`config.mk`:
```
export PLATFORM = sky130hd
export DESIGN_NAME = egg_ram
export DESIGN_NICKNAME = d
export VERILOG_FILES = /design/src/rtl/egg_ram.sv
export SDC_FILE = /design/constraint.sdc
export NUM_CORES = 2
export LEC_CHECK = 0
export BUFFER_PORTS_ARGS = -buffer_cell sky130_fd_sc_hd__buf_2
export CORE_MARGIN = 8
export CORE_UTILIZATION = 25
export DETAILED_ROUTE_END_ITERATION = 6
export PLACE_DENSITY = 0.46
export SYNTH_ARGS = -nofsm -noshare
export SYNTH_HDL_FRONTEND = slang
export SYNTH_SLANG_ARGS = --single-unit
```
`constraint.sdc`:
```
create_clock -name clock -period 3.1 [get_ports clock]
set_input_delay 0.62 -clock clock [delete_from_list [all_inputs] [get_ports clock]]
set_output_delay 0.62 -clock clock [all_outputs]
set_load 0.005 [all_outputs]
```
`src/rtl/egg_ram.sv`:
```
// ---------------------------------------------------------------------------
// egg_ram
// Generic single-write, single-read memory with a registered read port.
// ---------------------------------------------------------------------------
`default_nettype none

module egg_ram #(
   parameter int WIDTH = 8,
   parameter int DEPTH = 256
) (
   input  wire logic                     clock,
   input  wire logic                     wr_en,
   input  wire logic [$clog2(DEPTH)-1:0] wr_addr,
   input  wire logic [WIDTH-1:0]         wr_data,
   input  wire logic                     rd_en,
   input  wire logic [$clog2(DEPTH)-1:0] rd_addr,
   output logic      [WIDTH-1:0]         rd_data
);

   logic [WIDTH-1:0] mem_ff [DEPTH];
   logic [WIDTH-1:0] rd_data_ff;

   // Write port.
   always_ff @(posedge clock) begin
      if (wr_en) begin
         mem_ff[wr_addr] <= wr_data;
      end
   end

   // Read port; the data holds until the next enabled read.
   always_ff @(posedge clock) begin
      if (rd_en) begin
         rd_data_ff <= mem_ff[rd_addr];
      end
   end

   assign rd_data = rd_data_ff;

endmodule

`default_nettype wire

```
==> impl_metrics.json <==
{
  "status": "finished, final reports clean",
  "drtPass1Iterations": 7,
  "avgViaCountPerCell": 4.56,
  "gr-total-overflow": 0,
  "worst-path-max-fanout": 13,
  "fin_skew_ns": 0.0370,
  "synth.avg_cell_area_um2": 21.3,
  "layout.nets": 4463,
  "ios": 35,
  "hold_class": "in -> reg",
  "ant_nets": 0,
  "required_ns": 3.64,
  "drt_iter0_markers": 3723,
  "dr_total_vias": 40138,
  "p_clk_share_pct": 43.2,
  "drc_errors": 0,
  "ir_drop_v": 0.000625,
  "design_area_um2": 97200,
  "cts_tree": "yes",
  "path_cells": "buf_8, buf_12, buf_4, mux4_2, a22oi_1, a21oi_1, nor4_1, nor4_2",
  "h-tree-depth": 4,
  "path_class": "in -> reg",
  "synthFlopType": "edfxtp_1",
  "gp_congestion": 0.783,
  "synth_nets": 3760,
  "fin_crit_sh_pct": 99.1,
  "post_synth_num_cell_types": 54,
  "grt_pass1_wl_mm": 322,
  "ys_warn_count": 0,
  "placed_cells": 8395,
  "startpoint_type": "input port",
  "cpPeakStageDelay_ns": 1.03,
  "grt_max_degree": 93,
  "pwr-share-comb_pct": 5.5,
  "chipWidth_um": 580,
  "antenna_found_initial": 23,
  "synthesis.instances": 3733,
  "synth_edf_count": 2056,
  "ys_ff_latch": 2056,
  "cp_top_family": "simple AND/OR/NAND/NOR gates",
  "cp-end-kind": "flip-flop",
  "clk_latency_ns": 0.86,
  "slew_viol_final": 0,
  "arrival_ns": 3.61,
  "fin_ws_ns": 0.0294,
  "dp_slack_ns": -0.816,
  "seq_power_share_pct": 51.4,
  "clk_pin_slew_ns": 0.06,
  "synthTopCellsByArea": "edfxtp_1 (78%), mux4_2 (13%), mux2i_1 (1.7%), nor2_1 (1.3%), a22oi_1 (1.3%)",
  "ys_seq_area_share_pct": 77.5,
  "tightest_slew_ns": 1.32,
  "p_leak_uw": 0.0308,
  "hold_viol_final": 0,
  "post_dp_cell_area_um2": 90100,
  "grt_usage_pct": 13.2,
  "rsz0062_at_grt": "false",
  "routedWlPerCell_um": 25.8,
  "post_layout_nonfiller_instances": 8810,
  "synth_area_um2": 79600,
  "grt_pass1_vias": 41598,
  "num_rows": 207,
  "die_area_um2": 337000,
  "worst-path-buf-inv": 3,
  "max_freq_mhz": 326,
  "hpwl_mm": 149,
  "cts_resized": 0,
  "maxCapViolations": 0,
  "clock-sinks": 2056,
  "layout_common_cells": "edfxtp_1 (2,056), buf_4 (589), mux4_2 (454)",
  "io_buffer_count": 34,
  "setup_viol": 0,
  "start_util_pct": 25.1,
  "clockRootBuffer": "clkbuf_16",
  "yosysTopAreaCell": "edfxtp_1",
  "cp_slowest_cell": "nor4_1",
  "final_layout_size_suffix_gt1_share_pct": 32.4,
  "slew_headroom_pct": 11.0,
  "syn2layout_area_growth_pct": 22.0,
  "p_sw_share_pct": 21.6,
  "cts_buffer_depth": 3,
  "synth_top_area_share_pct": 77.5,
  "utilization_pct": 30.6,
  "core_um2": 318000,
  "postCtsSetupRepairBufs": 0,
  "p_int_uw": 46900,
  "die_y_um": 580,
  "final_common_cell": "edfxtp_1",
  "wl_mm": 227,
  "async_flop_share_pct": 0,
  "cts_buffers": 219,
  "period_minus_slack_ns": 3.07,
  "postCtsHoldBufs": 0,
  "p_sw_uw": 12900,
  "powerDensity_nw_per_um2": 616
}
-- routing by layer --
layer	GRT usage [%]	share of wire (%)	up-vias	wire (um)
li1	-	-	17159	-
met1	17.8	43	21544	98700
met3	2.71	6.2	301	14100
met5	0	0.018	-	41
met2	21.3	48	1128	108000
met4	3.86	2.8	6	6320
-- final timing paths --
| kind | startpoint | end | slack [ns] | depth (start not counted) |
|---|---|---|---|---|
| max | rd_addr[0] | rd_data[0]$_DFFE_PP_ | 0.03 | 8 |
| min | wr_data[3] | mem_ff[189][3]$_DFFE_PP_ | 0.19 | 1 |
| max reg2reg | mem_ff[70][0]$_DFFE_PP_ | rd_data[0]$_DFFE_PP_ | 0.21 | 6 |
| min reg2reg | mem_ff[32][5]$_DFFE_PP_ | rd_data[5]$_DFFE_PP_ | 1.18 | 7 |
-- flip-flops by register name (all words and copies together) (netlist names) --
name	count
rd_data	8
mem_ff	2048
-- per-stage QoR --
step,total power (uW),setup TNS [ns],hold WS [ns]
global placement,34600,-5.04,1.08
CTS,60500,0,0.140
floorplan,32800,0,0.719
global route,61700,0,0.156
detailed placement,34700,-4.78,1.08
finish,59800,0,0.195
-- cells by family (layout without fill, tap and decap cells) --
logic type / after synthesis / in the layout / share of synthesized area [%]
flops: 2056 / 2056 / 77.5
compound gates: 385 / 385 / 3.42
mux: 591 / 591 / 14.6
other cells: 0 / 10 / 0
simple gates: 466 / 466 / 2.63
buf+inv: 235 / 1122 / 1.83
-- cell type report --
class | count | area (um^2)
well taps | 4180 | 5230
flip-flops and latches | 2056 | 61700
clock inverters | 141 | 1330
diodes | 10 | 25.0
inverters | 2 | 7.51
fillers | 30682 | 220000
clock buffers | 264 | 5760
repair buffers | 715 | 6560
multi-input cells | 1442 | 16500
-- power groups by stage --
| stage | combinational [uW] | sequential [uW] | clock [uW] |
|---|---|---|---|
| 2_1_floorplan | 1490 | 31300 | 0 |
| 3_3_place_gp | 3340 | 31300 | 0 |
| 3_5_place_dp | 3360 | 31300 | 0 |
| 4_1_cts | 3360 | 30700 | 26400 |
| 5_1_grt | 3500 | 30700 | 27500 |
| 6_report | 3280 | 30700 | 25800 |
-- worst reg2reg max path, stage by stage (launching register included) --
cell	delay, ns
edfxtp_1	0.36
mux4_2	0.52
mux4_2	0.52
nor2b_1	0.22
nor4_1	0.67
buf_4	0.25
nor4_2	0.04
-- cell usage after synthesis, types with 13 or more instances --
library cell,n
nor2_1,282
mux2i_1,134
nor4_1,24
buf_8,13
o22ai_1,28
nor2b_1,31
buf_4,27
edfxtp_1,2056
a221oi_1,13
buf_1,22
a22oi_1,133
o221ai_1,46
nand3_1,34
clkbuf_1,111
a211oi_1,16
buf_2,31
a21oi_1,96
nand2_1,33
buf_6,21
nor3_1,22
mux4_2,454
(Power assumes the default switching activity.)
