[config.mk]
export PLATFORM = sky130hd
export DESIGN_NAME = egg_seq
export DESIGN_NICKNAME = d
export VERILOG_FILES = /design/src/rtl/egg_pkg.sv /design/src/rtl/egg_seq.sv
export SDC_FILE = /design/constraint.sdc
export NUM_CORES = 1
export LEC_CHECK = 0
export BUFFER_PORTS_ARGS = -buffer_cell sky130_fd_sc_hd__buf_2
export CORE_ASPECT_RATIO = 0.7
export CORE_MARGIN = 4
export CORE_UTILIZATION = 49
export CTS_BUF_LIST = sky130_fd_sc_hd__clkbuf_8
export CTS_CLUSTER_DIAMETER = 60
export DETAILED_ROUTE_END_ITERATION = 10
export PLACE_DENSITY = 0.77
export SETUP_SLACK_MARGIN = 0.1
export SLEW_MARGIN = 20
export SYNTH_ARGS = -nofsm -noshare
export SYNTH_HDL_FRONTEND = slang
export SYNTH_SLANG_ARGS = --single-unit
[constraint.sdc]
create_clock -name clock -period 2.4 [get_ports clock]
set_clock_uncertainty 0.05 [all_clocks]
set_input_delay 0.24 -clock clock [delete_from_list [all_inputs] [get_ports clock]]
set_output_delay 0.24 -clock clock [all_outputs]
set_load 0.01 [all_outputs]
[src/rtl/egg_pkg.sv]
// ---------------------------------------------------------------------------
// egg_pkg
// Shared sizes, types and state codes for the egg drop trial-count engine.
// ---------------------------------------------------------------------------
`default_nettype none

package egg_pkg;

   // Table size limits.
   localparam int MAX_EGGS   = 8;
   localparam int MAX_FLOORS = 255;

   // Field widths of the query and the answer.
   localparam int IN_BALLS_W  = 4;
   localparam int IN_FLOORS_W = 8;
   localparam int DATA_W      = 8;
   localparam int BEST_W      = DATA_W + 1;

   // Table geometry: a row per ball count, a power-of-two row length.
   localparam int EGG_W     = $clog2(MAX_EGGS + 1);
   localparam int FLOOR_W   = $clog2(MAX_FLOORS + 1);
   localparam int ROW_LEN   = 1 << FLOOR_W;
   localparam int TBL_DEPTH = (MAX_EGGS + 1) * ROW_LEN;
   localparam int ADDR_W    = EGG_W + FLOOR_W;

   typedef logic [EGG_W-1:0]   row_type;
   typedef logic [FLOOR_W-1:0] col_type;
   typedef logic [ADDR_W-1:0]  addr_type;
   typedef logic [DATA_W-1:0]  entry_type;
   typedef logic [BEST_W-1:0]  best_type;

   // Table write port bundle.
   typedef struct packed {
      logic      en;
      addr_type  addr;
      entry_type data;
   } ram_wr_type;

   // Table read port bundle.
   typedef struct packed {
      logic     en;
      addr_type addr;
   } ram_rd_type;

   // Control of the running minimum.
   typedef struct packed {
      logic clear;
      logic fold;
   } fold_ctrl_type;

   // Sequencer states.
   typedef enum logic [2:0] {
      ST_IDLE,
      ST_FILL_C0,
      ST_FILL_C1,
      ST_FILL_R1,
      ST_SCAN,
      ST_DRAIN,
      ST_FINAL,
      ST_FREAD
   } state_type;

   // Flat table address of row r, column c.
   function automatic addr_type tbl_addr(row_type r, col_type c);
      return {r, c};
   endfunction

endpackage

`default_nettype wire

[src/rtl/egg_seq.sv]
// ---------------------------------------------------------------------------
// egg_seq
// Query sequencer: fills the base row and columns, walks every inner
// entry and trial floor, and returns the answer through an output register.
// ---------------------------------------------------------------------------
`default_nettype none

module egg_seq
   import egg_pkg::*;
(
   input  wire logic                   clock,
   input  wire logic                   reset,
   input  wire logic                   req_valid,
   output logic                        req_stall,
   input  wire logic [IN_BALLS_W-1:0]  req_balls,
   input  wire logic [IN_FLOORS_W-1:0] req_floors,
   output logic                        rsp_valid,
   input  wire logic                   rsp_stall,
   output logic [DATA_W-1:0]           rsp_trials,
   output ram_wr_type                  ram_wr,
   output ram_rd_type                  ram_rd_a,
   output ram_rd_type                  ram_rd_b,
   input  wire entry_type              ram_data_a,
   output fold_ctrl_type               fold_ctrl,
   input  wire entry_type              fold_best
);

   state_type state_ff, state_in;
   row_type   nb_ff, nb_in;
   col_type   nf_ff, nf_in;
   row_type   row_ff, row_in;
   col_type   col_ff, col_in;
   col_type   brk_ff, brk_in;
   col_type   held_ff, held_in;
   logic      zero_ff, zero_in;
   logic      rd_vld_ff, rd_vld_in;
   logic      rsp_valid_ff, rsp_valid_in;
   entry_type rsp_data_ff, rsp_data_in;
   row_type   nb_clamp;
   col_type   nf_clamp;
   logic      out_free;

   // Clamp the query to the table size.
   always_comb begin
      if (32'(req_balls) > MAX_EGGS) begin
         nb_clamp = row_type'(MAX_EGGS);
      end else begin
         nb_clamp = row_type'(req_balls);
      end
      if (32'(req_floors) > MAX_FLOORS) begin
         nf_clamp = col_type'(MAX_FLOORS);
      end else begin
         nf_clamp = col_type'(req_floors);
      end
   end

   assign out_free = !rsp_valid_ff || !rsp_stall;

   // Next state, counters, table accesses and result beat.
   always_comb begin
      state_in     = state_ff;
      nb_in        = nb_ff;
      nf_in        = nf_ff;
      row_in       = row_ff;
      col_in       = col_ff;
      brk_in       = brk_ff;
      held_in      = held_ff;
      zero_in      = zero_ff;
      rd_vld_in    = 1'b0;
      rsp_valid_in = rsp_valid_ff && rsp_stall;
      rsp_data_in  = rsp_data_ff;
      ram_wr       = '0;
      ram_rd_a     = '0;
      ram_rd_b     = '0;
      fold_ctrl    = '0;
      req_stall    = 1'b1;

      fold_ctrl.fold = rd_vld_ff;

      unique case (state_ff)
         ST_IDLE: begin
            req_stall = 1'b0;
            if (req_valid) begin
               nb_in   = nb_clamp;
               nf_in   = nf_clamp;
               row_in  = row_type'(1);
               zero_in = (nb_clamp == '0);
               if (nb_clamp == '0) begin
                  state_in = ST_FREAD;
               end else begin
                  state_in = ST_FILL_C0;
               end
            end
         end

         // Column zero of every used row holds zero.
         ST_FILL_C0: begin
            ram_wr.en   = 1'b1;
            ram_wr.addr = tbl_addr(row_ff, '0);
            ram_wr.data = '0;
            if (row_ff == nb_ff) begin
               row_in = row_type'(1);
               if (nf_ff == '0) begin
                  state_in = ST_FINAL;
               end else begin
                  state_in = ST_FILL_C1;
               end
            end else begin
               row_in = row_ff + row_type'(1);
            end
         end

         // Column one of every used row holds one.
         ST_FILL_C1: begin
            ram_wr.en   = 1'b1;
            ram_wr.addr = tbl_addr(row_ff, col_type'(1));
            ram_wr.data = entry_type'(1);
            if (row_ff == nb_ff) begin
               col_in = col_type'(2);
               if (nf_ff > col_type'(1)) begin
                  state_in = ST_FILL_R1;
               end else begin
                  state_in = ST_FINAL;
               end
            end else begin
               row_in = row_ff + row_type'(1);
            end
         end

         // A single ball needs one drop per floor.
         ST_FILL_R1: begin
            ram_wr.en   = 1'b1;
            ram_wr.addr = tbl_addr(row_type'(1), col_ff);
            ram_wr.data = DATA_W'(col_ff);
            if (col_ff == nf_ff) begin
               if (nb_ff > row_type'(1)) begin
                  row_in          = row_type'(2);
                  col_in          = col_type'(2);
                  brk_in          = '0;
                  held_in         = col_type'(1);
                  fold_ctrl.clear = 1'b1;
                  state_in        = ST_SCAN;
               end else begin
                  state_in = ST_FINAL;
               end
            end else begin
               col_in = col_ff + col_type'(1);
            end
         end

         // One trial floor per cycle: read both outcomes of the drop.
         ST_SCAN: begin
            ram_rd_a.en   = 1'b1;
            ram_rd_a.addr = tbl_addr(row_ff - row_type'(1), brk_ff);
            ram_rd_b.en   = 1'b1;
            ram_rd_b.addr = tbl_addr(row_ff, held_ff);
            rd_vld_in     = 1'b1;
            if (held_ff == '0) begin
               state_in = ST_DRAIN;
            end else begin
               brk_in  = brk_ff + col_type'(1);
               held_in = held_ff - col_type'(1);
            end
         end

         // Fold the last trial floor and write the finished entry.
         ST_DRAIN: begin
            ram_wr.en   = 1'b1;
            ram_wr.addr = tbl_addr(row_ff, col_ff);
            ram_wr.data = fold_best;
            brk_in      = '0;
            if (col_ff == nf_ff) begin
               if (row_ff == nb_ff) begin
                  state_in = ST_FINAL;
               end else begin
                  row_in          = row_ff + row_type'(1);
                  col_in          = col_type'(2);
                  held_in         = col_type'(1);
                  fold_ctrl.clear = 1'b1;
                  state_in        = ST_SCAN;
               end
            end else begin
               col_in          = col_ff + col_type'(1);
               held_in         = col_ff;
               fold_ctrl.clear = 1'b1;
               state_in        = ST_SCAN;
            end
         end

         // Fetch the answer entry.
         ST_FINAL: begin
            ram_rd_a.en   = 1'b1;
            ram_rd_a.addr = tbl_addr(nb_ff, nf_ff);
            state_in      = ST_FREAD;
         end

         // Hand the answer to the output register once it is free.
         ST_FREAD: begin
            if (out_free) begin
               rsp_valid_in = 1'b1;
               rsp_data_in  = zero_ff ? '0 : ram_data_a;
               state_in     = ST_IDLE;
            end
         end

         default: begin
            state_in = ST_IDLE;
         end
      endcase
   end

   // Control registers.
   always_ff @(posedge clock) begin
      if (reset) begin
         state_ff     <= ST_IDLE;
         rd_vld_ff    <= 1'b0;
         rsp_valid_ff <= 1'b0;
      end else begin
         state_ff     <= state_in;
         rd_vld_ff    <= rd_vld_in;
         rsp_valid_ff <= rsp_valid_in;
      end
   end

   // Counters and payload.
   always_ff @(posedge clock) begin
      nb_ff       <= nb_in;
      nf_ff       <= nf_in;
      row_ff      <= row_in;
      col_ff      <= col_in;
      brk_ff      <= brk_in;
      held_ff     <= held_in;
      zero_ff     <= zero_in;
      rsp_data_ff <= rsp_data_in;
   end

   assign rsp_valid  = rsp_valid_ff;
   assign rsp_trials = rsp_data_ff;

endmodule

`default_nettype wire

==> flow_summary.yaml <==
pwr:
  leakage_uw: 0.00180
  power_switching_share_pct: 38.7
  pwr-share-comb_pct: 40.6
  p_per_area_mw_per_mm2: 798
  p_sw_uw: 1270
  ir_drop_mv: 0.415
  p_int_uw: 2020
  power.share.clock_pct: 15.7
  p_seq_share_pct: 43.7
clocking:
  root_buffer: "clkbuf_8"
  cts_num_sinks: 54
  htree_num_levels: 2
  cts_made_buffers: 5
  clkLatencyLatePin_ns: 0.32
  cts_tree: "yes"
  holdBufCountCts: 0
  clockBufferDepth: 2
  cts.clk_slew.worst_paths_ns: 0.10
sta:
  worst_pin_slew_ns: 0.510
  period_share_pct: 93.4
  fin_setup_tns_ns: 0
  maxSlewHeadroom_pct: 65.9
  rsz0062_at_grt: "yes"
  setup_violations: 0
  drv_slew: 0
  fmax_ghz: 0.446
  period_minus_slack_ns: 2.24
  hold_violations: 0
status:
  status: "finished, final reports clean"
critical_path:
  path_class: "reg -> out"
  rr_worst_depth: 4
  end_kind: "output port"
  cp.arrival_ns: 1.95
  cp-start-kind: "register"
  cp.required_ns: 2.11
  worst-path-max-fanout: 6
yosys:
  synth_commonest_cells: "52 x nor2_1, 49 x edfxtp_1, 25 x xor2_1"
  ys_top_cells_by_area: "edfxtp_1 44%, xor2_1 6.6%, nor2_1 5.8%"
  mappedNetlistNets: 369
  syn-instance-count: 331
  ys_types: 46
  synth_ff_type: "edfxtp_1"
  synth.most_common_cell: "nor2_1"
  yosysSeqAreaShare_pct: 47.1
  synth.largest_area_cell: "edfxtp_1"
  syn_area_per_cell_um2: 10.1
  synth_area_mm2: 0.00334
  synth_warnings: 0
  async_flop_share_pct: 0
  yosys.area.top_type_share_pct: 44.1
  ys_ff_latch: 54
  synth_edf_count: 49
die:
  die_h_um: 77.1
  initial_core_util_pct: 51.9
  ios: 91
  num_rows: 24
  die_area_mm2: 0.00822
  core_area_mm2: 0.00643
  chipWidth_um: 107
global_routing:
  antenna_found_initial: 0
  met1_usage_pct: 31.8
  busiest_layer: "met1"
  track_usage_pct: 21.8
  grt_max_degree: 18
  gr-total-overflow: 0
  use_met3_pct: 6.54
  grt_pass1_vias: 2792
  grt_pass1_wl_mm: 14.1
  grt_use_met2_pct: 30.7
drt:
  drtIter0Drc: 210
  route.detailed.drc: 0
  wl_mm: 8.87
  dr.pass1.iters: 5
  drtAntennaViolNets: 0
  avgRoutedWirePerCell_um: 16.8
  viasPerCell: 5.48
  via_count: 2895
placement:
  portBuffers: 90
  place_congestion: 0.968
  place_inst: 518
  dp_hpwl_mm: 6.94
layout:
  final_cells: 528
  diodes: 0
  finish.utilization_pct: 64.2
  finalNetCount: 474
  drive_gt1_share_pct: 31.8
  area_growth_pct: 23.6
hold_path:
  worstHoldPathCells: 1
  hp-class: "in -> reg"
flow_run:
  maxCapViolCount: 0
per-layer routing:
| metal | vias up | wire [um] |
|---|---|---|
| met5 | - | 0 |
| li1 | 1376 | - |
| met3 | 16 | 849 |
| met4 | 0 | 148 |
| met2 | 147 | 3640 |
| met1 | 1356 | 4230 |
power groups by stage:
stage / registers (uW) / logic (uW) / clock network [uW]
final: 1440 / 1340 / 518
after global routing: 1460 / 1450 / 568
after CTS: 1430 / 1290 / 531
after detailed placement: 1450 / 1280 / 0
after global placement: 1440 / 1260 / 0
after floorplan: 1360 / 909 / 0
cell usage in the layout (no fill, tap or decap), drive strengths merged:
master,Yosys,layout
buf,10,119
nor2,52,52
edfxtp,49,49
xor2,25,25
and2,18,18
nor2b,16,16
nand3,16,16
nand2,15,15
a22o,15,15
a21oi,12,12
mux2i,11,11
xnor2,10,10
inv,10,10
ha,6,6
nor4,6,6
nor3,5,5
clkbuf,11,5
o21ai,5,5
dfxtp,5,5
a21o,4,4
and3,4,4
nand2b,3,3
o2bb2ai,3,3
or3,3,3
o21a,2,2
nor3b,2,2
o31ai,2,2
nand3b,2,2
clkinv,0,2
a21boi,1,1
or4,1,1
o41ai,1,1
or2,1,1
o22a,1,1
o311a,1,1
o211ai,1,1
a211oi,1,1
a311o,1,1
clkinvlp,0,1
worst max-delay path: stages, from the launching register on:
cell	delay, ns
edfxtp_1	0.47
xor2_1	0.20
nor4_2	0.27
buf_4	0.19
nand3_1	0.15
o21ai_1	0.20
buf_2	0.16
sequential cells by signal, summed over array words and instances (netlist names):
signal and count:
brk_ff 8, col_ff 8, held_ff 8, nb_ff 4
nf_ff 8, rd_vld_ff 1, row_ff 4, rsp_trials 8
rsp_valid 1, state_ff 3, zero_ff 1
cells by family (layout without fill, tap and decap cells):
group	after synthesis	in the layout	synth area share [%]
AOI/OAI and AO/OA	50	50	11.6
xor gates and xnor gates	35	35	9.18
adders and majority gates	6	6	2.25
buffers and inverters	31	137	4.16
DFF	54	54	47.1
muxes	11	11	3.30
and+or+nand+nor	144	144	22.5
path summary, 6_finish.rpt:
check / startpoint / slack (ns) / endpoint
worst max-delay path: nf_ff[4] / 0.16 / fold_ctrl[1]
worst min-delay path: req_floors[0] / 0.05 / nf_ff[0]
worst max register to register: held_ff[4] / 0.16 / brk_ff[4]
worst min register to register: rsp_valid / 0.50 / rsp_valid
stage by stage:
step	worst slack [ns]	hold slack [ns]	cell area [um^2]	total power (uW)
3_3_place_gp	0.258	0.371	4010	2700
4_1_cts	0.150	0.0384	4100	3260
3_5_place_dp	0.172	0.369	4010	2730
5_1_grt	0.0634	0.0306	4130	3490
6_report	0.158	0.0473	4130	3290
2_1_floorplan	0.205	0.255	3340	2270
final cells by class:
class                           instances  area [um^2]
Clock buffer                            5         68.8
Clock inverter                          3         21.3
Fill cell                             542         2300
Inverter                               10         37.5
Multi-Input combinational cell        246         1640
Sequential cell                        54         1570
Tap cell                               91          114
Timing Repair Buffer                  119          668
repair_timing:
item,in CTS,in global routing
buffers inserted,0,2
endpoints found under the setup margin,8,30
resized for setup,2,3
Note: power is estimated with default switching activity, not from simulation.
