File: config.mk
export PLATFORM = sky130hd
export DESIGN_NAME = egg_fold
export DESIGN_NICKNAME = d
export VERILOG_FILES = /design/src/rtl/egg_pkg.sv /design/src/rtl/egg_fold.sv
export SDC_FILE = /design/constraint.sdc
export NUM_CORES = 1
export LEC_CHECK = 0
export BUFFER_PORTS_ARGS = -buffer_cell sky130_fd_sc_hd__buf_2
export CORE_MARGIN = 4
export CORE_UTILIZATION = 60
export DETAILED_ROUTE_END_ITERATION = 12
export HOLD_SLACK_MARGIN = 0.02
export PLACE_DENSITY_LB_ADDON = 0.08
export SLEW_MARGIN = 20
export SYNTH_ARGS = -nofsm -noshare
export SYNTH_HDL_FRONTEND = slang
export SYNTH_SLANG_ARGS = --single-unit
export TNS_END_PERCENT = 30
File: constraint.sdc
create_clock -name clock -period 17.65 [get_ports clock]
set_clock_uncertainty 0.15 [all_clocks]
set_input_delay 4.4125 -clock clock [delete_from_list [all_inputs] [get_ports clock]]
set_output_delay 4.4125 -clock clock [all_outputs]
set_load 0.05 [all_outputs]
File: src/rtl/egg_pkg.sv
// ---------------------------------------------------------------------------
// egg_pkg
// Shared sizes, types and state codes for the egg drop trial-count engine.
// ---------------------------------------------------------------------------
`default_nettype none

package egg_pkg;

   // Table size limits.
   localparam int MAX_EGGS   = 8;
   localparam int MAX_FLOORS = 255;

   // Field widths of the query and the answer.
   localparam int IN_BALLS_W  = 4;
   localparam int IN_FLOORS_W = 8;
   localparam int DATA_W      = 8;
   localparam int BEST_W      = DATA_W + 1;

   // Table geometry: a row per ball count, a power-of-two row length.
   localparam int EGG_W     = $clog2(MAX_EGGS + 1);
   localparam int FLOOR_W   = $clog2(MAX_FLOORS + 1);
   localparam int ROW_LEN   = 1 << FLOOR_W;
   localparam int TBL_DEPTH = (MAX_EGGS + 1) * ROW_LEN;
   localparam int ADDR_W    = EGG_W + FLOOR_W;

   typedef logic [EGG_W-1:0]   row_type;
   typedef logic [FLOOR_W-1:0] col_type;
   typedef logic [ADDR_W-1:0]  addr_type;
   typedef logic [DATA_W-1:0]  entry_type;
   typedef logic [BEST_W-1:0]  best_type;

   // Table write port bundle.
   typedef struct packed {
      logic      en;
      addr_type  addr;
      entry_type data;
   } ram_wr_type;

   // Table read port bundle.
   typedef struct packed {
      logic     en;
      addr_type addr;
   } ram_rd_type;

   // Control of the running minimum.
   typedef struct packed {
      logic clear;
      logic fold;
   } fold_ctrl_type;

   // Sequencer states.
   typedef enum logic [2:0] {
      ST_IDLE,
      ST_FILL_C0,
      ST_FILL_C1,
      ST_FILL_R1,
      ST_SCAN,
      ST_DRAIN,
      ST_FINAL,
      ST_FREAD
   } state_type;

   // Flat table address of row r, column c.
   function automatic addr_type tbl_addr(row_type r, col_type c);
      return {r, c};
   endfunction

endpackage

`default_nettype wire

File: src/rtl/egg_fold.sv
// ---------------------------------------------------------------------------
// egg_fold
// Worst-case drop count of one trial floor and the running minimum over
// all trial floors of one table entry.
// ---------------------------------------------------------------------------
`default_nettype none

module egg_fold
   import egg_pkg::*;
(
   input  wire logic          clock,
   input  wire fold_ctrl_type ctrl,
   input  wire entry_type     broke_data,
   input  wire entry_type     held_data,
   output entry_type          best_out
);

   best_type best_ff;
   best_type best_in;
   best_type worst;
   best_type folded;

   // One drop plus the worse of the two outcomes.
   always_comb begin
      if (broke_data > held_data) begin
         worst = best_type'(broke_data) + best_type'(1);
      end else begin
         worst = best_type'(held_data) + best_type'(1);
      end
      if (ctrl.fold && (worst < best_ff)) begin
         folded = worst;
      end else begin
         folded = best_ff;
      end
      if (ctrl.clear) begin
         best_in = '1;
      end else begin
         best_in = folded;
      end
   end

   always_ff @(posedge clock) begin
      best_ff <= best_in;
   end

   assign best_out = folded[DATA_W-1:0];

endmodule

`default_nettype wire

==> results.sh, run 1 <==
export IMPL_outcome="complete, no violations"
export IMPL_cp_depth=21
export IMPL_dp_slack_ns=3.169
export IMPL_cp_num_buf_inv=3
export IMPL_die_area_um2=3243
export IMPL_drive_gt1_share_pct=23.27
export IMPL_worstSetupEndpointType="output pin"
export IMPL_hold_ws_ns=0.3640
export IMPL_clockBufferDepth=2
export IMPL_power_frac_seq_pct=22.8
export IMPL_max_stage_delay_ns=0.80
export IMPL_final_util_pct=70.59
export IMPL_vias_per_cell=6.157
export IMPL_switchingPower_mw=0.05154
export IMPL_core_area_um2=2255
export IMPL_postCtsSetupBuffers=0
export IMPL_syn_mean_instance_area_um2=8.122
export IMPL_avgRoutedWirePerCell_um=15.44
export IMPL_final_nets=239
export IMPL_area_growth_pct=10.71
export IMPL_p_comb_share_pct=61.2
export IMPL_clock_latency_ns=0.27
export IMPL_synthesis_nets=213
export IMPL_fin_tns_setup_ns=0
export IMPL_critPathRequiredTime_ns=13.09
export IMPL_switching_share_pct=48.32
export IMPL_dr_pass1_iters=4
export IMPL_top_register="best_ff"
export IMPL_power_leakage_nw=0.7665
export IMPL_rows=17
export IMPL_grt_max_degree=17
export IMPL_grt_pass1_vias=1331
export IMPL_port_buffers=26
export IMPL_route_vias_total=1416
export IMPL_routed_wl_um=3551
export IMPL_cap_violations=0
export IMPL_synthesis_area_um2=1438
export IMPL_io_pins=27
export IMPL_start_util_pct=63.76
export IMPL_ctsHoldBuffers=0
export IMPL_rr_startpoint="best_ff[5]"
export IMPL_final_setup_viol_count=0
export IMPL_worstSetupPathType="primary input to output pin"
export IMPL_grt_first_pass_wirelength_um=6085
export IMPL_powerDensity_nw_per_um2=67.01
export IMPL_ys_warn_count=0
export IMPL_drc=0
export IMPL_track_usage_pct=22.84
export IMPL_grt_overflow=0
export IMPL_ant_nets=0
export IMPL_clkSlewWorstSetupHoldPaths_ns=0.06
export IMPL_finalPower_mw=0.1066
export IMPL_critPathLaunch="held_data[6]"
export IMPL_cts_buffers=3
export IMPL_nFillCells=197
export IMPL_ff2ff_path_depth=8
export IMPL_ys_ff_latch=9
export IMPL_critPathMaxFanout=14
export IMPL_intPower_mw=0.05511
export IMPL_cts_tree="yes"
export IMPL_top_regs="best_ff (9)"
export IMPL_arrival_ns=9.98
export IMPL_maxSlewHeadroom_pct=32.16
export IMPL_cts_resized=0
export IMPL_holdCritPathClass="flip-flop to flip-flop"
export IMPL_antenna_found_initial=0
export IMPL_cts_sinks=9
export IMPL_cts_htree_levels=1
export IMPL_crit_chain="buf_2 > inv_1 > ha_1 > nand2_1 > o21ai_0 > nand2_1 > nand2_1 > mux2_2 > ha_1 > nand3_1 > xor2_1 > o211ai_1 > and2_1 > ha_1 > a2111oi_4 > o211ai_2 > a311oi_4 > nand2_4 > a21oi_4 > mux2_2 > buf_2"
export IMPL_setup_ws_ns=3.109
export IMPL_ys_seq_area_share_pct=12.53
export IMPL_timing_final_crit_share_pct=82.38
export IMPL_min_from="best_ff[8]"
export IMPL_crit_family="compound AO/OA/AOI/OAI gates"
export IMPL_worst_slew_pin_slew_ns=1.007
export IMPL_cp_start_kind="primary input"
export IMPL_ir_drop_v=0.00004596
export IMPL_dieWidth_um=56.95
export IMPL_drt_iter0_markers=40
export IMPL_synthCells=177
export IMPL_globalplace_congestion=0.9200
export IMPL_report_final_slew_viol_count=0
export IMPL_clockRootBuffer="clkbuf_4"
export IMPL_yosysUniqueCellTypes=44
export IMPL_rsz0062_at_grt="false"
export IMPL_dp_hpwl_um=2946
export IMPL_largest_register_ffs=9
export IMPL_final_min_clock_period_ns=14.54
export IMPL_min_path_cells=2
export IMPL_antenna_cells=0
export IMPL_slowest_stage="o21ai_0"
export IMPL_fmax_mhz=68.77
export IMPL_hold_viol=0
export IMPL_p_clk_share_pct=16.0
export IMPL_die_y_um=56.95
==> cells by family (layout without fill, tap and decap cells) <==
kind of cell,Yosys count,after routing,share of synthesized area [%]
xor gates and xnor gates,10,10,6.092
and+or+nand+nor,60,60,25.94
AOI/OAI and AO/OA,41,41,22.46
muxes,13,13,9.834
buffers and inverters,27,52,8.355
DFF,9,9,12.53
adders and majority gates,17,17,14.80
==> path summary, 6_finish.rpt <==
check | slack (ns) | endpoint
setup / recovery | 3.11 | best_out[7]
hold reg to reg | 0.36 | best_ff[8]
hold / removal | 0.36 | best_ff[8]
setup reg to reg | 14.91 | best_ff[5]
==> metrics by stage <==
step | instance area, um2 | instances
after floorplan | 1438 | 177
after global placement | 1565 | 226
after detailed placement | 1565 | 226
after CTS | 1592 | 230
after global routing | 1592 | 230
final | 1592 | 230
==> worst min-delay path, delay by kind of cell (launching register included) <==
family           cells  cell delay (ns)
DFF                  1             0.33
muxes                1             0.10
and+or+nand+nor      1             0.05
==> layer usage <==
metal | track usage, % | part of all wire (%)
met1 | 30.11 | 43
met2 | 39.97 | 49
met3 | 1.131 | 5.5
met4 | 6.954 | 2.0
met5 | 0 | 0
==> Yosys cell counts, drive strengths merged <==
| library cell | number | area share [%] |
|---|---|---|
| nor2 | 7 | 1.8 |
| o2111ai | 1 | 0.61 |
| a2111oi | 1 | 1.9 |
| xor2 | 5 | 3.0 |
| clkbuf | 3 | 0.78 |
| o21a | 1 | 0.52 |
| o21ai | 3 | 1.0 |
| o32a | 1 | 0.70 |
| buf | 2 | 1.8 |
| xnor2 | 5 | 3.0 |
| a21oi | 16 | 6.4 |
| ha | 17 | 15 |
| a41o | 1 | 0.70 |
| and4 | 4 | 2.4 |
| or2 | 4 | 1.7 |
| a311oi | 1 | 1.8 |
| mux2i | 7 | 4.9 |
| inv | 22 | 5.7 |
| and2 | 6 | 2.7 |
| o41ai | 1 | 0.61 |
| a21o | 1 | 0.52 |
| o211ai | 9 | 5.0 |
| mux2 | 6 | 5.0 |
| and4b | 1 | 0.70 |
| nand3 | 15 | 5.2 |
| nor4 | 1 | 1.5 |
| nand2b | 2 | 0.87 |
| and3 | 4 | 2.1 |
| nor3 | 2 | 0.70 |
| and4bb | 1 | 0.87 |
| a211oi | 5 | 2.6 |
| nor2b | 1 | 0.44 |
| nand2 | 6 | 2.1 |
| dfxtp | 9 | 13 |
| nand4 | 5 | 2.2 |
| nand4b | 1 | 0.61 |
==> power by group through the flow <==
stage | sequential (mW) | clock, mW | combinational [mW]
2_1_floorplan | 0.0242 | 0 | 0.0504
3_3_place_gp | 0.0245 | 0 | 0.0626
3_5_place_dp | 0.0247 | 0 | 0.0645
4_1_cts | 0.0242 | 0.0164 | 0.0649
5_1_grt | 0.0245 | 0.0177 | 0.0714
6_report | 0.0243 | 0.0170 | 0.0653
==> final cells by class <==
| class | instances | area, um2 | area share, % |
|---|---|---|---|
| multi-input cells | 141 | 1137 | 71.46 |
| flip-flops and latches | 9 | 180.2 | 11.32 |
| repair buffers | 26 | 130.1 | 8.176 |
| inverters | 22 | 82.58 | 5.189 |
| well taps | 28 | 35.03 | 2.201 |
| clock buffers | 4 | 26.28 | 1.651 |
==> placed cells by master (no fill, tap or decap), types with 4 or more instances in the layout <==
cell	netlist	final
ha_1	17	17
inv_1	22	22
o211ai_1	8	8
nand3_1	15	15
nor2_1	7	7
mux2i_1	7	7
mux2_2	5	5
xnor2_1	5	5
buf_2	0	26
nand4_1	5	5
a211oi_1	5	5
xor2_1	5	5
and4_1	4	4
nand2_1	5	5
dfxtp_1	9	9
and2_1	5	5
a21oi_1	15	15
Power figures use the tool's default switching activity.
==> inputs of run 2 (changes only) <==
- CORE_UTILIZATION: 60 -> 51
- clock period: 17.65 -> 13 ns (I/O delays scaled with it)
==> run 2 against run 1 <==
Via count is 3.0% lower. Combinational power rose by 36%. Setup slack lost 2.1 ns. Design area increased by 0.24%. Power is 35% higher. Wire length is 1.1% lower. Sequential share of layout area about the same. Global-route usage down 2.0 points. Sequential power up 34%. Non-clock buffer count stayed put. Final cell count grew 0.87%. Largest cell class unchanged.
==> results.sh, run 2 (synthesis results as in run 1) <==
export IMPL_largest_register_ffs=9
export IMPL_cts_buffers=3
export IMPL_antenna_cells=0
export IMPL_ant_nets=0
export IMPL_crit_chain="buf_2 > inv_1 > ha_1 > nand2_1 > o21ai_1 > and4bb_2 > nor4_4 > inv_1 > ha_1 > nand3_1 > xor2_1 > o211ai_1 > and2_1 > ha_1 > a2111oi_4 > o211ai_2 > a311oi_4 > nand2_4 > a21oi_4 > mux2_2 > buf_2"
export IMPL_worstSetupPathType="primary input to output pin"
export IMPL_cp_start_kind="primary input"
export IMPL_holdPathEnd="best_ff[8]"
export IMPL_die_y_um=61.10
export IMPL_track_usage_pct=20.83
export IMPL_timing_final_crit_share_pct=92.14
export IMPL_globalplace_congestion=0.8531
export IMPL_critPathMaxFanout=14
export IMPL_avgRoutedWirePerCell_um=15.13
export IMPL_clockRootBuffer="clkbuf_4"
export IMPL_drive_gt1_share_pct=23.76
export IMPL_core_area_um2=2590
export IMPL_r2r_end="best_ff[3]"
export IMPL_top_regs="best_ff (9)"
export IMPL_vias_per_cell=5.918
export IMPL_cts_tree="yes"
export IMPL_min_path_cells=2
export IMPL_min_from="best_ff[8]"
export IMPL_top_register="best_ff"
export IMPL_start_util_pct=55.51
export IMPL_critPathRequiredTime_ns=9.60
export IMPL_ff2ff_path_depth=8
export IMPL_met3_length_um=202
export IMPL_routed_wl_um=3511
export IMPL_drt_iter0_markers=65
export IMPL_rrSetupSlack_ns=10.29
export IMPL_ir_drop_v=0.0001099
export IMPL_fin_tns_setup_ns=0
export IMPL_report_final_slew_viol_count=0
export IMPL_power_leakage_nw=0.7691
export IMPL_cap_violations=0
export IMPL_met1_length_um=1650
export IMPL_final_cell_mix="26 x buf_2, 22 x inv_1, 17 x ha_1"
export IMPL_crit_path_frequent_cell="ha_1"
export IMPL_dieWidth_um=61.10
export IMPL_grt_max_degree=17
export IMPL_holdCritPathClass="flip-flop to flip-flop"
export IMPL_arrival_ns=8.58
export IMPL_final_util_pct=61.59
export IMPL_final_min_clock_period_ns=11.98
export IMPL_rows=18
export IMPL_final_nets=239
export IMPL_outcome="complete, no violations"
export IMPL_rsz0062_at_grt="false"
export IMPL_postCtsSetupBuffers=0
export IMPL_dp_hpwl_um=2926
export IMPL_hold_ws_ns=0.3643
export IMPL_powerDensity_nw_per_um2=90.37
export IMPL_clock_latency_ns=0.27
export IMPL_maxSlewHeadroom_pct=52.07
export IMPL_cts_htree_levels=1
export IMPL_ctsHoldBuffers=0
export IMPL_cts_resized=0
export IMPL_port_buffers=26
export IMPL_worstSetupEndpointType="output pin"
export IMPL_rr_startpoint="best_ff[5]"
export IMPL_final_common_cell="buf_2"
export IMPL_slowest_stage="o21ai_1"
export IMPL_hold_viol=0
export IMPL_fmax_mhz=83.49
export IMPL_grt_pass1_vias=1294
export IMPL_grt_first_pass_wirelength_um=5920
export IMPL_worst_slew_pin_slew_ns=0.7141
export IMPL_die_area_um2=3733
export IMPL_area_growth_pct=10.97
export IMPL_io_pins=27
export IMPL_clkSlewWorstSetupHoldPaths_ns=0.07
export IMPL_antenna_found_initial=0
export IMPL_drc=0
export IMPL_dr_pass1_iters=4
export IMPL_final_setup_viol_count=0
export IMPL_dr_wl_met2_um=1607
export IMPL_route_vias_total=1373
export IMPL_clockBufferDepth=2
export IMPL_grt_overflow=0
export IMPL_max_stage_delay_ns=0.58
export IMPL_highest_layer="met4"
export IMPL_cts_sinks=9
run 2: cell count changes in the layout (fill, tap and decap cells not counted), sizes merged:
| cell | change |
|---|---|
| clkinv | +1 |
| clkbuf | -1 |
run 2: metal layers:
layer	global-route usage, %	vias to the layer above
met1	29.29	624
met2	33.08	37
met5	0	-
li1	-	706
met3	4.822	6
met4	3.096	0
run 2: worst max-delay path by stage:
stage / start / slack, ns / endpoint
floorplan: held_data[7] / 1.53 / best_out[2]
global placement: held_data[7] / 0.97 / best_out[4]
detailed placement: held_data[6] / 0.83 / best_out[4]
CTS: held_data[6] / 0.78 / best_out[4]
global route: held_data[7] / 0.64 / best_out[7]
finish: held_data[6] / 1.02 / best_out[4]
run 2: layout make-up:
| cell class | instances | area (um2) |
|---|---|---|
| clock inverter | 1 | 5.005 |
| fill | 256 | 994.7 |
| inverter | 22 | 82.58 |
| tap | 30 | 37.54 |
| sequential | 9 | 180.2 |
| timing repair buffer | 26 | 130.1 |
| multi-input combinational | 141 | 1137 |
| clock buffer | 3 | 22.52 |
run 2: stage by stage:
stage / area [um2] / setup slack [ns] / power (mW) / std cells
final: 1595 / 1.022 / 0.1442 / 232
after detailed placement: 1568 / 0.8273 / 0.1211 / 228
after floorplan: 1438 / 1.533 / 0.1013 / 177
after global placement: 1568 / 0.9661 / 0.1193 / 228
after CTS: 1595 / 0.7781 / 0.1446 / 232
after global routing: 1595 / 0.6447 / 0.1560 / 232
run 2: power by group:
part           internal (mW)  switching (mW)
clock                 0.0114          0.0114
combinational         0.0322          0.0565
sequential            0.0308         0.00178
run 2: critical path, delay by kind of cell:
family | cells | cell delay [ns]
AO/OA/AOI/OAI | 6 | 2.11
AND/OR/NAND/NOR | 6 | 1.28
adder cells (fa/ha/maj) | 3 | 0.85
buffers and inverters | 4 | 0.53
multiplexers | 1 | 0.40
XOR/XNOR | 1 | 0.17
